**config.mk**
```make
export PLATFORM = sky130hd
export DESIGN_NAME = merge_sort_engine
export DESIGN_NICKNAME = d
export VERILOG_FILES = /design/src/hw/rtl/mse_pkg.sv /design/src/hw/rtl/mse_ram.sv /design/src/hw/rtl/mse_ctrl.sv /design/src/hw/rtl/mse_datapath.sv /design/src/hw/rtl/merge_sort_engine.sv
export SDC_FILE = /design/constraint.sdc
export NUM_CORES = 2
export LEC_CHECK = 0
export ABC_AREA = 0
export BUFFER_PORTS_ARGS = -buffer_cell sky130_fd_sc_hd__buf_2
export CAP_MARGIN = 15
export CORE_AREA = 3 3 611 613
export CTS_CLUSTER_DIAMETER = 200
export DETAILED_ROUTE_END_ITERATION = 10
export DIE_AREA = 0 0 614 616
export PLACE_DENSITY = 0.59
export SLEW_MARGIN = 20
export SYNTH_ARGS = -nofsm -noshare
export SYNTH_HDL_FRONTEND = slang
export SYNTH_SLANG_ARGS = --single-unit
```
**constraint.sdc**
```tcl
create_clock -name aclk -period 23.3 [get_ports aclk]
set_input_delay 5.825 -clock aclk [delete_from_list [all_inputs] [get_ports aclk]]
set_output_delay 5.825 -clock aclk [all_outputs]
set_load 0.01 [all_outputs]
```
**src/hw/rtl/mse_pkg.sv**
```systemverilog
// mse_pkg: shared types and constants of the merge sort engine
// holds the controller state encoding and the command/status structs
// no dependencies
package mse_pkg;

    // width of the value fields on the ports
    localparam int FIELD_BITS = 32;

    typedef enum logic [3:0] {
        ST_LOAD,
        ST_PASS_CHECK,
        ST_SETUP,
        ST_RD_LEFT,
        ST_RD_RIGHT,
        ST_CAPTURE,
        ST_MERGE,
        ST_SEG_NEXT,
        ST_OUT_RD,
        ST_OUT_CAP,
        ST_OUT_WAIT
    } state_t;

    // controller to datapath
    typedef struct packed {
        logic load;      // input beat accepted
        logic start;     // that beat was the last of the list
        logic setup;     // compute bounds of the next pair of runs
        logic rd_left;   // fetch head of left run
        logic rd_right;  // take left head, fetch head of right run
        logic capture;   // take fetched head
        logic merge;     // write smaller head, fetch its successor
        logic seg_next;  // advance to next pair of runs
        logic pass_end;  // swap buffers, double run width
        logic out_rd;    // fetch next sorted element
        logic out_cap;   // load output register
        logic done;      // list delivered, clear count and drop flag
    } cmd_t;

    // datapath to controller
    typedef struct packed {
        logic w_ge_n;      // run width covers whole list
        logic merge_done;  // this merge step writes the last slot of the pair
        logic last_seg;    // current pair is the last one of the pass
        logic out_final;   // output register holds the final element
    } stat_t;

endpackage

```
**src/hw/rtl/mse_ram.sv**
```systemverilog
// mse_ram: generic single write port, single read port RAM with registered read
// no dependencies
module mse_ram #(
    parameter int WIDTH = 32,
    parameter int DEPTH = 64
) (
    input  logic                     aclk,
    input  logic                     we,
    input  logic [$clog2(DEPTH)-1:0] waddr,
    input  logic [WIDTH-1:0]         wdata,
    input  logic [$clog2(DEPTH)-1:0] raddr,
    output logic [WIDTH-1:0]         rdata
);

    logic [WIDTH-1:0] mem [DEPTH];

    // write port and registered read port
    always_ff @(posedge aclk) begin
        if (we) begin
            mem[waddr] <= wdata;
        end
        rdata <= mem[raddr];
    end

endmodule

```
**src/hw/rtl/mse_ctrl.sv**
```systemverilog
// mse_ctrl: state machine of the merge sort engine
// sequences loading, bottom-up merge passes and output; depends on mse_pkg
module mse_ctrl (
    input  logic            aclk,
    input  logic            aresetn,
    input  logic            s_valid,
    input  logic            s_last,
    output logic            s_ready,
    output logic            m_valid,
    input  logic            m_ready,
    output mse_pkg::cmd_t   cmd,
    input  mse_pkg::stat_t  stat
);

    mse_pkg::state_t state_reg, state_next;

    // state register
    always_ff @(posedge aclk) begin
        if (!aresetn) begin
            state_reg <= mse_pkg::ST_LOAD;
        end else begin
            state_reg <= state_next;
        end
    end

    // next state and commands
    always_comb begin
        state_next = state_reg;
        cmd        = '0;
        s_ready    = 1'b0;
        m_valid    = 1'b0;
        unique case (state_reg)
            mse_pkg::ST_LOAD: begin
                s_ready = 1'b1;
                if (s_valid) begin
                    cmd.load = 1'b1;
                    if (s_last) begin
                        cmd.start  = 1'b1;
                        state_next = mse_pkg::ST_PASS_CHECK;
                    end
                end
            end
            mse_pkg::ST_PASS_CHECK: begin
                state_next = stat.w_ge_n ? mse_pkg::ST_OUT_RD : mse_pkg::ST_SETUP;
            end
            mse_pkg::ST_SETUP: begin
                cmd.setup  = 1'b1;
                state_next = mse_pkg::ST_RD_LEFT;
            end
            mse_pkg::ST_RD_LEFT: begin
                cmd.rd_left = 1'b1;
                state_next  = mse_pkg::ST_RD_RIGHT;
            end
            mse_pkg::ST_RD_RIGHT: begin
                cmd.rd_right = 1'b1;
                state_next   = mse_pkg::ST_CAPTURE;
            end
            mse_pkg::ST_CAPTURE: begin
                cmd.capture = 1'b1;
                state_next  = mse_pkg::ST_MERGE;
            end
            mse_pkg::ST_MERGE: begin
                cmd.merge  = 1'b1;
                state_next = stat.merge_done ? mse_pkg::ST_SEG_NEXT : mse_pkg::ST_CAPTURE;
            end
            mse_pkg::ST_SEG_NEXT: begin
                if (stat.last_seg) begin
                    cmd.pass_end = 1'b1;
                    state_next   = mse_pkg::ST_PASS_CHECK;
                end else begin
                    cmd.seg_next = 1'b1;
                    state_next   = mse_pkg::ST_SETUP;
                end
            end
            mse_pkg::ST_OUT_RD: begin
                cmd.out_rd = 1'b1;
                state_next = mse_pkg::ST_OUT_CAP;
            end
            mse_pkg::ST_OUT_CAP: begin
                cmd.out_cap = 1'b1;
                state_next  = mse_pkg::ST_OUT_WAIT;
            end
            mse_pkg::ST_OUT_WAIT: begin
                m_valid = 1'b1;
                if (m_ready) begin
                    if (stat.out_final) begin
                        cmd.done   = 1'b1;
                        state_next = mse_pkg::ST_LOAD;
                    end else begin
                        cmd.out_rd = 1'b1;
                        state_next = mse_pkg::ST_OUT_CAP;
                    end
                end
            end
            default: begin
                state_next = mse_pkg::ST_LOAD;
            end
        endcase
    end

endmodule

```
**src/hw/rtl/mse_datapath.sv**
```systemverilog
// mse_datapath: element buffers, run bounds, merge compare and output register
// ping-pong pair of mse_ram instances; depends on mse_pkg and mse_ram
module mse_datapath #(
    parameter int MAX_ITEMS  = 64,
    parameter int VALUE_BITS = 32
) (
    input  logic                                   aclk,
    input  logic                                   aresetn,
    input  mse_pkg::cmd_t                          cmd,
    output mse_pkg::stat_t                         stat,
    input  logic signed [mse_pkg::FIELD_BITS-1:0]  in_value,
    output logic signed [mse_pkg::FIELD_BITS-1:0]  out_value,
    output logic                                   out_final,
    output logic                                   out_overflow
);

    localparam int AW = $clog2(MAX_ITEMS);
    localparam int CW = $clog2(MAX_ITEMS + 1);
    localparam int XW = CW + 2;
    localparam int FB = mse_pkg::FIELD_BITS;
    localparam logic [CW-1:0] MAX_CNT = CW'(MAX_ITEMS);

    // control state
    logic [CW-1:0] cnt_reg;
    logic          drop_reg;
    logic          sel_reg;   // 0: buffer a holds the current runs

    // merge bookkeeping
    logic [CW:0]   w_reg;
    logic [CW-1:0] base_reg, li_reg, le_reg, ri_reg, re_reg, wi_reg, oidx_reg;
    logic          tgt_reg;   // 0: fetched word goes to left head
    logic [VALUE_BITS-1:0] lh_reg, rh_reg, out_val_reg;
    logic          out_final_reg;

    logic [VALUE_BITS-1:0] in_val, pick, rdata, rdata_a, rdata_b, wdata;
    logic [XW-1:0] base_x, w_x, cnt_x, lend_x, rend_x;
    logic [CW-1:0] le_new, re_new, rd_idx;
    logic [AW-1:0] raddr, waddr;
    logic          left_avail, right_avail, take_left, store_ok;
    logic          src_we, dst_we, we_a, we_b;

    // port value to internal width
    if (VALUE_BITS > FB) begin : g_in_wide
        assign in_val    = {{(VALUE_BITS - FB){1'b0}}, in_value};
        assign out_value = out_val_reg[FB-1:0];
    end else if (VALUE_BITS == FB) begin : g_in_same
        assign in_val    = in_value;
        assign out_value = out_val_reg;
    end else begin : g_in_narrow
        assign in_val    = in_value[VALUE_BITS-1:0];
        assign out_value = {{(FB - VALUE_BITS){1'b0}}, out_val_reg};
    end

    // run bounds of the current pair
    always_comb begin
        base_x = XW'(base_reg);
        w_x    = XW'(w_reg);
        cnt_x  = XW'(cnt_reg);
        lend_x = base_x + w_x;
        rend_x = base_x + (w_x << 1);
        le_new = (lend_x < cnt_x) ? lend_x[CW-1:0] : cnt_reg;
        re_new = (rend_x < cnt_x) ? rend_x[CW-1:0] : cnt_reg;
    end

    // merge compare, left wins ties
    assign left_avail  = li_reg < le_reg;
    assign right_avail = ri_reg < re_reg;
    assign take_left   = left_avail &&
                         (!right_avail || ($signed(lh_reg) <= $signed(rh_reg)));
    assign pick        = take_left ? lh_reg : rh_reg;
    assign store_ok    = cnt_reg < MAX_CNT;

    // read address select
    always_comb begin
        priority if (cmd.rd_left) begin
            rd_idx = li_reg;
        end else if (cmd.rd_right) begin
            rd_idx = ri_reg;
        end else if (cmd.merge) begin
            rd_idx = take_left ? (li_reg + CW'(1)) : (ri_reg + CW'(1));
        end else begin
            rd_idx = oidx_reg;
        end
    end
    assign raddr = rd_idx[AW-1:0];

    // loading writes the current buffer, merging writes the other one
    assign src_we = cmd.load && store_ok;
    assign dst_we = cmd.merge;
    assign we_a   = sel_reg ? dst_we : src_we;
    assign we_b   = sel_reg ? src_we : dst_we;
    assign waddr  = cmd.load ? cnt_reg[AW-1:0] : wi_reg[AW-1:0];
    assign wdata  = cmd.load ? in_val : pick;
    assign rdata  = sel_reg ? rdata_b : rdata_a;

    mse_ram #(.WIDTH(VALUE_BITS), .DEPTH(MAX_ITEMS)) u_ram_a (
        .aclk  (aclk),
        .we    (we_a),
        .waddr (waddr),
        .wdata (wdata),
        .raddr (raddr),
        .rdata (rdata_a)
    );

    mse_ram #(.WIDTH(VALUE_BITS), .DEPTH(MAX_ITEMS)) u_ram_b (
        .aclk  (aclk),
        .we    (we_b),
        .waddr (waddr),
        .wdata (wdata),
        .raddr (raddr),
        .rdata (rdata_b)
    );

    // count, drop flag and buffer select
    always_ff @(posedge aclk) begin
        if (!aresetn) begin
            cnt_reg  <= '0;
            drop_reg <= 1'b0;
            sel_reg  <= 1'b0;
        end else begin
            if (cmd.done) begin
                cnt_reg  <= '0;
                drop_reg <= 1'b0;
            end else if (cmd.load) begin
                if (store_ok) begin
                    cnt_reg <= cnt_reg + CW'(1);
                end else begin
                    drop_reg <= 1'b1;
                end
            end
            if (cmd.pass_end) begin
                sel_reg <= ~sel_reg;
            end
        end
    end

    // merge indices, heads and output register
    always_ff @(posedge aclk) begin
        if (cmd.start) begin
            w_reg    <= (CW + 1)'(1);
            base_reg <= '0;
            oidx_reg <= '0;
        end
        if (cmd.setup) begin
            le_reg <= le_new;
            re_reg <= re_new;
            li_reg <= base_reg;
            ri_reg <= le_new;
            wi_reg <= base_reg;
        end
        if (cmd.rd_left) begin
            tgt_reg <= 1'b0;
        end
        if (cmd.rd_right || cmd.capture) begin
            if (tgt_reg) begin
                rh_reg <= rdata;
            end else begin
                lh_reg <= rdata;
            end
        end
        if (cmd.rd_right) begin
            tgt_reg <= 1'b1;
        end
        if (cmd.merge) begin
            wi_reg <= wi_reg + CW'(1);
            if (take_left) begin
                li_reg  <= li_reg + CW'(1);
                tgt_reg <= 1'b0;
            end else begin
                ri_reg  <= ri_reg + CW'(1);
                tgt_reg <= 1'b1;
            end
        end
        if (cmd.seg_next) begin
            base_reg <= rend_x[CW-1:0];
        end
        if (cmd.pass_end) begin
            w_reg    <= w_reg << 1;
            base_reg <= '0;
        end
        if (cmd.out_rd) begin
            oidx_reg <= oidx_reg + CW'(1);
        end
        if (cmd.out_cap) begin
            out_val_reg   <= rdata;
            out_final_reg <= (oidx_reg == cnt_reg);
        end
    end

    // status to controller
    assign stat.w_ge_n     = w_x >= cnt_x;
    assign stat.last_seg   = rend_x >= cnt_x;
    assign stat.merge_done = (XW'(wi_reg) + XW'(1)) == XW'(re_reg);
    assign stat.out_final  = out_final_reg;

    assign out_final    = out_final_reg;
    assign out_overflow = drop_reg;

    // the store never holds more than its capacity
    a_cnt_bound: assert property (@(posedge aclk) disable iff (!aresetn)
        cnt_reg <= MAX_CNT)
        else $error("element count beyond capacity");

    // a merge step always has a head to take
    a_merge_src: assert property (@(posedge aclk) disable iff (!aresetn)
        cmd.merge |-> (left_avail || right_avail))
        else $error("merge step with both runs empty");

    // a merge step writes inside its own pair of runs
    a_merge_dst: assert property (@(posedge aclk) disable iff (!aresetn)
        cmd.merge |-> (wi_reg < re_reg && wi_reg >= base_reg))
        else $error("merge write outside the pair");

    // output never reads past the loaded elements
    a_out_idx: assert property (@(posedge aclk) disable iff (!aresetn)
        cmd.out_rd |-> (oidx_reg < cnt_reg))
        else $error("output read past list end");

    // each pass doubles the run width
    a_pass_w: assert property (@(posedge aclk) disable iff (!aresetn)
        cmd.pass_end |=> (w_reg == ($past(w_reg) << 1)))
        else $error("run width not doubled at pass end");

endmodule

```
**src/hw/rtl/merge_sort_engine.sv**
```systemverilog
// merge_sort_engine: loads a list one beat per cycle, then sorts it ascending
// by bottom-up stable merge sort over two buffers and streams it out.
// The sort makes ceil(log2 n) merge passes, each pass doubling the run width.
// The merge loop alternates the capture and merge states (single read port, registered
// read). s_ready is high only while loading, so no new list is accepted until the
// last result has been taken; results are sent as m_ready takes them.
// Reset (aresetn, synchronous, active low) empties the list and clears the drop flag.
module merge_sort_engine #(
    parameter int MAX_ITEMS  = 64,
    parameter int VALUE_BITS = 32
) (
    input  logic                                  aclk,
    input  logic                                  aresetn,
    input  logic                                  s_valid,
    output logic                                  s_ready,
    input  logic signed [mse_pkg::FIELD_BITS-1:0] s_value,
    input  logic                                  s_last,
    output logic                                  m_valid,
    input  logic                                  m_ready,
    output logic signed [mse_pkg::FIELD_BITS-1:0] m_sorted_value,
    output logic                                  m_final_res,
    output logic                                  m_overflow
);

    mse_pkg::cmd_t  cmd;
    mse_pkg::stat_t stat;

    // sequencing
    mse_ctrl u_ctrl (
        .aclk    (aclk),
        .aresetn (aresetn),
        .s_valid (s_valid),
        .s_last  (s_last),
        .s_ready (s_ready),
        .m_valid (m_valid),
        .m_ready (m_ready),
        .cmd     (cmd),
        .stat    (stat)
    );

    // storage and compare
    mse_datapath #(
        .MAX_ITEMS  (MAX_ITEMS),
        .VALUE_BITS (VALUE_BITS)
    ) u_datapath (
        .aclk         (aclk),
        .aresetn      (aresetn),
        .cmd          (cmd),
        .stat         (stat),
        .in_value     (s_value),
        .out_value    (m_sorted_value),
        .out_final    (m_final_res),
        .out_overflow (m_overflow)
    );

endmodule
```
# --- After elaboration in Yosys (flattened, before gate mapping) ---
# Memories as Yosys holds them, arrays and structs flattened. A register that Yosys moved wholly into a read port is not among the register bits.
# Index checks and enable logic that the tools add are counted.
totals:
  out_inout_bits: 36
  inputBits: 37
  mem_count: 2
  register_bits: 168
  ram_bits: 4096
  wordCells: 133
op_classes:
  n_mux: 61
  n_bitwise: 4
  add_sub_neg: 8
  n_reduce_logical: 17
  eq_ne: 15
  order_cmp: 8
mem_list:
  columns: ["name", "words", "width", "rd", "rd_ports_with_merged_regs", "wr", "line_no", "rtl"]
  rows:
  - ["u_datapath.u_ram_a.mem", 64, 32, 1, 1, 1, "mse_ram.sv:15", "logic [WIDTH-1:0] mem [DEPTH];"]
  - ["u_datapath.u_ram_b.mem", 64, 32, 1, 1, 1, "mse_ram.sv:15", null]
ops:
  columns: ["op", "n"]
  rows:
  - ["$mux W32", 3]
  - ["$mux W7", 13]
  - ["$pmux W4 S11", 1]
  - ["$add A7 B1 Y7 const B", 5]
  - ["$le A32 B32 Y1", 1]
  - ["$mux W6", 5]
  - ["$mux W1", 26]
  - ["$mux W4", 5]
  - ["$lt A9 B7 Y1", 2]
  - ["$eq A4 B3 Y1 const B", 4]
  - ["$mux W8", 2]
  - ["$lt A7 B7 Y1", 2]
  - ["$eq A4 B4 Y1 const B", 3]
  - ["$mux W2", 5]
  - ["$add A7 B8 Y9", 1]
  - ["$add A7 B9 Y9", 1]
  - ["$eq A9 B7 Y1", 1]
  - ["$ge A9 B7 Y1", 1]
  - ["$add A7 B1 Y8 const B", 1]
  - ["$eq A4 B2 Y1 const B", 2]
  - ["$ge A8 B7 Y1", 1]
  - ["$reduce_and A2 Y1", 4]
  - ["$reduce_bool A2 Y1", 4]
  - ["$eq A7 B7 Y1", 1]
  - ["12 further kinds", 19]

# --- Longest topological paths before layout ---
logic_depth:
  depth_word: 8
  ltp_mapped: 18
  depth_no_buf: 13

# --- Modules after synthesis ---
# A second synthesis with hierarchy kept.
hier_totals:
  cells_unflattened: 7571
  hier_area_um2: 166986.4
by_module_without_submodules:
  columns: ["module", "area_each_um2", "n_inst", "seq_area_each_um2", "cells_each"]
  rows:
  - ["mse_ram", 78515.3, 2, 62139.6, 3324]
  - ["mse_datapath", 9556.7, 1, 4594.4, 867]
  - ["mse_ctrl", 399.1, 1, 80.1, 56]

# --- Worst setup path before layout ---
# Ideal clock, no wire load.
synth_path:
  path_type: "input to register"
  from: "input s_valid"
  to: "memory u_datapath.u_ram_a.mem[0][23], data pin"
  arrival_ps: 11481
  setup_time_ps: 1197
  stages: 5
  path_buffers: 3
  required_ps: 22103
  slack_ps: 10622
  cell_sequence: "and2_0 > buf_1 > clkbuf_1 > clkbuf_1 > o21ai_0"
synth_via:
  elab_chain_len: 3
synth_rtl:
  columns: ["element", "line_no", "rtl"]
  rows:
  - ["from (decl)", "merge_sort_engine.sv:14", "input logic s_valid,"]
  - ["$mux W2", "mse_ctrl.sv:35", "if (s_valid) begin"]
  - ["$mux W2", "mse_ctrl.sv:32", "unique case (state_reg)"]
  - ["$mux W32", "mse_datapath.sv:93", "assign wdata = cmd.load ? in_val : pick;"]
  - ["via u_datapath.u_ram_a.wdata[23]", "mse_ram.sv:10", "input logic [WIDTH-1:0] wdata,"]
  - ["to (decl)", "mse_ram.sv:15", null]
# The timed path passes the listed nets, and every way through them passes these cells.

# --- Worst setup path in the final report ---
layout_path:
  from: "input s_valid"
  to: "memory u_datapath.u_ram_a.mem[24][27] (enable)"
layout_via:
  elab_chain_len: 6
  word_cells_on_any_way: 7
  classes_between: "6 x mux; 1 x reduce/logical"
layout_rtl:
  columns: ["element", "line_no", "rtl"]
  rows:
  - ["$mux W2 *", "mse_ctrl.sv:35", null]
  - ["$mux W2 *", "mse_ctrl.sv:32", null]
  - ["$logic_and A1 B1 Y1", "mse_datapath.sv:88", "assign src_we = cmd.load && store_ok;"]
  - ["$mux W1", "mse_datapath.sv:90", "assign we_a = sel_reg ? dst_we : src_we;"]
  - ["$mux W1", "mse_ram.sv:19", "if (we) begin"]
  - ["$mux W1 (implied by the code)", "mse_ram.sv:20", "mem[waddr] <= wdata;"]
# Every way passes the cells marked *; elsewhere a longest branch is shown, timed or not.

==> run metrics <==
outcome=completed; Crit Path Max Fanout=32; ANT nets after route=0; CTS max path bufs=4; number of synthesized flops with an enable pin=4229; syn nets=7697; multiplexer share of the synthesized area=14.37%; adder-cell share of the synthesized area=0.6239%; Worst R2R Start=u_datapath.rh_reg[5]$_DFFE_PP_; htree depth=5; row cnt=223; Seq/Total Area, Yosys=77.84%; worst slew pin tran=1432 ps; Syn Std Cell Area=165700 µm²; Hold-fix buffers, CTS=0; Max Clock Skew=56.90 ps; Yosys top cell by area=edfxtp_1; min Tclk post-route=9176 ps; Post-synth ARST share=0%; RSZ-0062 raised after global routing=false; largest net degree at the start of global routing=136; Warnings, synthesis=0; Max VDD drop=0.07417 mV; final cell count without fillers=13304; crit path DAT=9720 ps; Die Y=616 µm; grt total ovfl=0; Post-Syn Instances=7578; most common cell in the netlist=edfxtp_1; DP Cell Count=12385; cts repair resizes=0; Fmax=109.0 MHz; largest family of logic cells by synthesized area=multiplexers; prevailing post-synth register cell=edfxtp_1; min setup slack post-route=14120 ps; slew margin rel.=4.535%; largest cells by area after synthesis=edfxtp_1, mux4_2, a22oi_1; DRT Pass-1 Iters=6; Seq pwr share=49.1%; Layout Nets=8022; final wirelength=457000 µm; final worst-path cycle share=39.38%; max-cap violations=0; CTS tree=built; Initial Utilization=44.94%; Total GRT Usage=23.85%; GPL Wtd Cong=0.9077; CTS sink cnt=4327; Sum Neg Setup Slack=0 ps; Core Region=368600 µm²; Sw Pwr=5.142 mW; postcts setup bufs=0; share of the synthesized area in the top cell type=76.66%; antenna violations before repair=61; Distinct cells, synth=74; pre-CTS setup slack=13210 ps; die area=378200 µm²; R2R Setup Slk=14750 ps; HPWL after DPL=269200 µm; Post-Synth Simple-Gate Area=1.597%; HP Class=reg2reg; CTS Buf Count=427; clk root buf=clkbuf_16; xor/xnor cell area share of the yosys netlist=0.2326%; Clk Latency, worst-skew pair=960 ps; Worst Path Required=23840 ps; fin. max-slew vios=0; combinational share of power=15.0%; largest registers=u_datapath.u_ram_a.mem x2048, u_datapath.u_ram_b.mem x2048; WHS Path Cells=2; drt drc=0; CP Launch Point=s_valid; leakage=58.45 nW; DR vias=81593; top cells by count, synth=edfxtp_1, mux4_2, a22oi_1; Setup crit end=u_datapath.u_ram_a.mem[24][27]$_DFFE_PP_; Die Width=614 µm; Fill cells=28641; reg2reg end=u_datapath.u_ram_b.rdata[22]$_DFF_P_; #FFs+latches synth=4327; final hold vios=0; layout cells sized above 1=26.26%; internal power=14.03 mW; syn_area_per_cell=21.86 µm²; Iter 0 DRT Violations=10916; Synth Area in Compound Gates=4.001%; first-pass GRT wire length=633000 µm; vias in the first global route=79715; # setup viols final=0; PD cells=101.6 nW/µm²; via density per instance=6.133; Setup crit end kind=flip-flop; worst-case reg-to-reg path depth=17; Avg WL per Cell=34.35 µm; input/output buffers=72; clock transition at the registers of the reported paths=60 ps; I/O pins=73; P&R area growth vs syn=13.89%; clock share of power=35.9%; switch share=26.81%; Setup CP Type=in2reg; critical path startpoint category=primary input
kinds of logic (layout without fill, tap and decap cells):
logic type / count (synthesis) / in the layout
AOI/OAI and AO/OA: 991 / 991
and+or+nand+nor: 548 / 548
adders and majority gates: 82 / 82
xor gates and xnor gates: 44 / 44
muxes: 1114 / 1114
buffers and inverters: 472 / 1150
DFF: 4327 / 4327
other: 0 / 98
critical path, cell delays in order:
cell and delay [ps]:
buf_2 150, nand2_1 520, o21ai_0 910, buf_4 290, nand3_1 780, nor2_4 1170
metal layers:
metal	vias up	routed length, µm	global-route usage (%)	part of all wire (%)
met5	-	30	0	0.0066
met4	4	20810	9.872	4.6
met3	686	42390	4.827	9.3
met2	4186	212400	35.98	46
met1	43747	181400	34.13	40
li1	32970	-	-	-
how the worst min path moves through the flow:
| stage | from | end | slack [ps] |
|---|---|---|---|
| 2_1_floorplan | u_datapath.li_reg[6]$_DFF_P_ | u_datapath.li_reg[6]$_DFF_P_ | 460 |
| 3_3_place_gp | u_datapath.out_overflow$_SDFFE_PP0P_ | u_datapath.out_overflow$_SDFFE_PP0P_ | 480 |
| 3_5_place_dp | u_datapath.out_overflow$_SDFFE_PP0P_ | u_datapath.out_overflow$_SDFFE_PP0P_ | 480 |
| 4_1_cts | u_datapath.out_overflow$_SDFFE_PP0P_ | u_datapath.out_overflow$_SDFFE_PP0P_ | 500 |
| 5_1_grt | u_datapath.li_reg[6]$_DFF_P_ | u_datapath.li_reg[6]$_DFF_P_ | 540 |
| 6_report | u_datapath.out_overflow$_SDFFE_PP0P_ | u_datapath.out_overflow$_SDFFE_PP0P_ | 510 |
power by group through the flow:
stage / clock network [mW] / registers (mW) / logic (mW)
after floorplan: 0 / 9.74 / 1.49
after global placement: 0 / 9.57 / 2.80
after detailed placement: 0 / 9.57 / 2.87
after CTS: 6.97 / 9.41 / 2.88
after global routing: 7.29 / 9.42 / 3.00
final: 6.88 / 9.42 / 2.87
through the flow:
step | util, % | cell area (µm²) | power [mW] | hold slack (ps)
floorplan | - | 165700 | 11.23 | 462.4
global placement | 47.01 | 173300 | 12.37 | 481.1
detailed placement | 47.11 | 173700 | 12.45 | 481.8
CTS | 50.87 | 187500 | 19.26 | 499.2
global route | 51.18 | 188600 | 19.72 | 544.7
finish | 51.19 | 188700 | 19.18 | 511.8
layout make-up:
class | count | area, µm² | share of cell area, %
antenna | 98 | 245.2 | 0.1300
tap | 4950 | 6193 | 3.283
sequential | 4327 | 129000 | 68.35
inverter | 61 | 229.0 | 0.1214
multi-input combinational | 2779 | 35950 | 19.05
timing repair buffer | 307 | 3254 | 1.725
clock buffer | 527 | 11250 | 5.962
clock inverter | 255 | 2596 | 1.376
layout by cell type, fill, tap and decap left out, types with 50 or more instances in the layout:
cell / instances
nor2_1: 60
nand2_1: 124
a22oi_1: 491
clkinv_1: 82
ha_1: 81
dfxtp_1: 97
mux2i_1: 57
nor2_4: 132
diode_2: 98
inv_1: 60
clkinv_2: 87
mux2_2: 50
mux4_2: 1007
clkbuf_1: 88
buf_2: 72
buf_4: 153
buf_12: 53
bufinv_16: 50
or4_1: 60
edfxtp_1: 4229
a21oi_1: 293
clkbuf_16: 433
(Power assumes the default switching activity.)
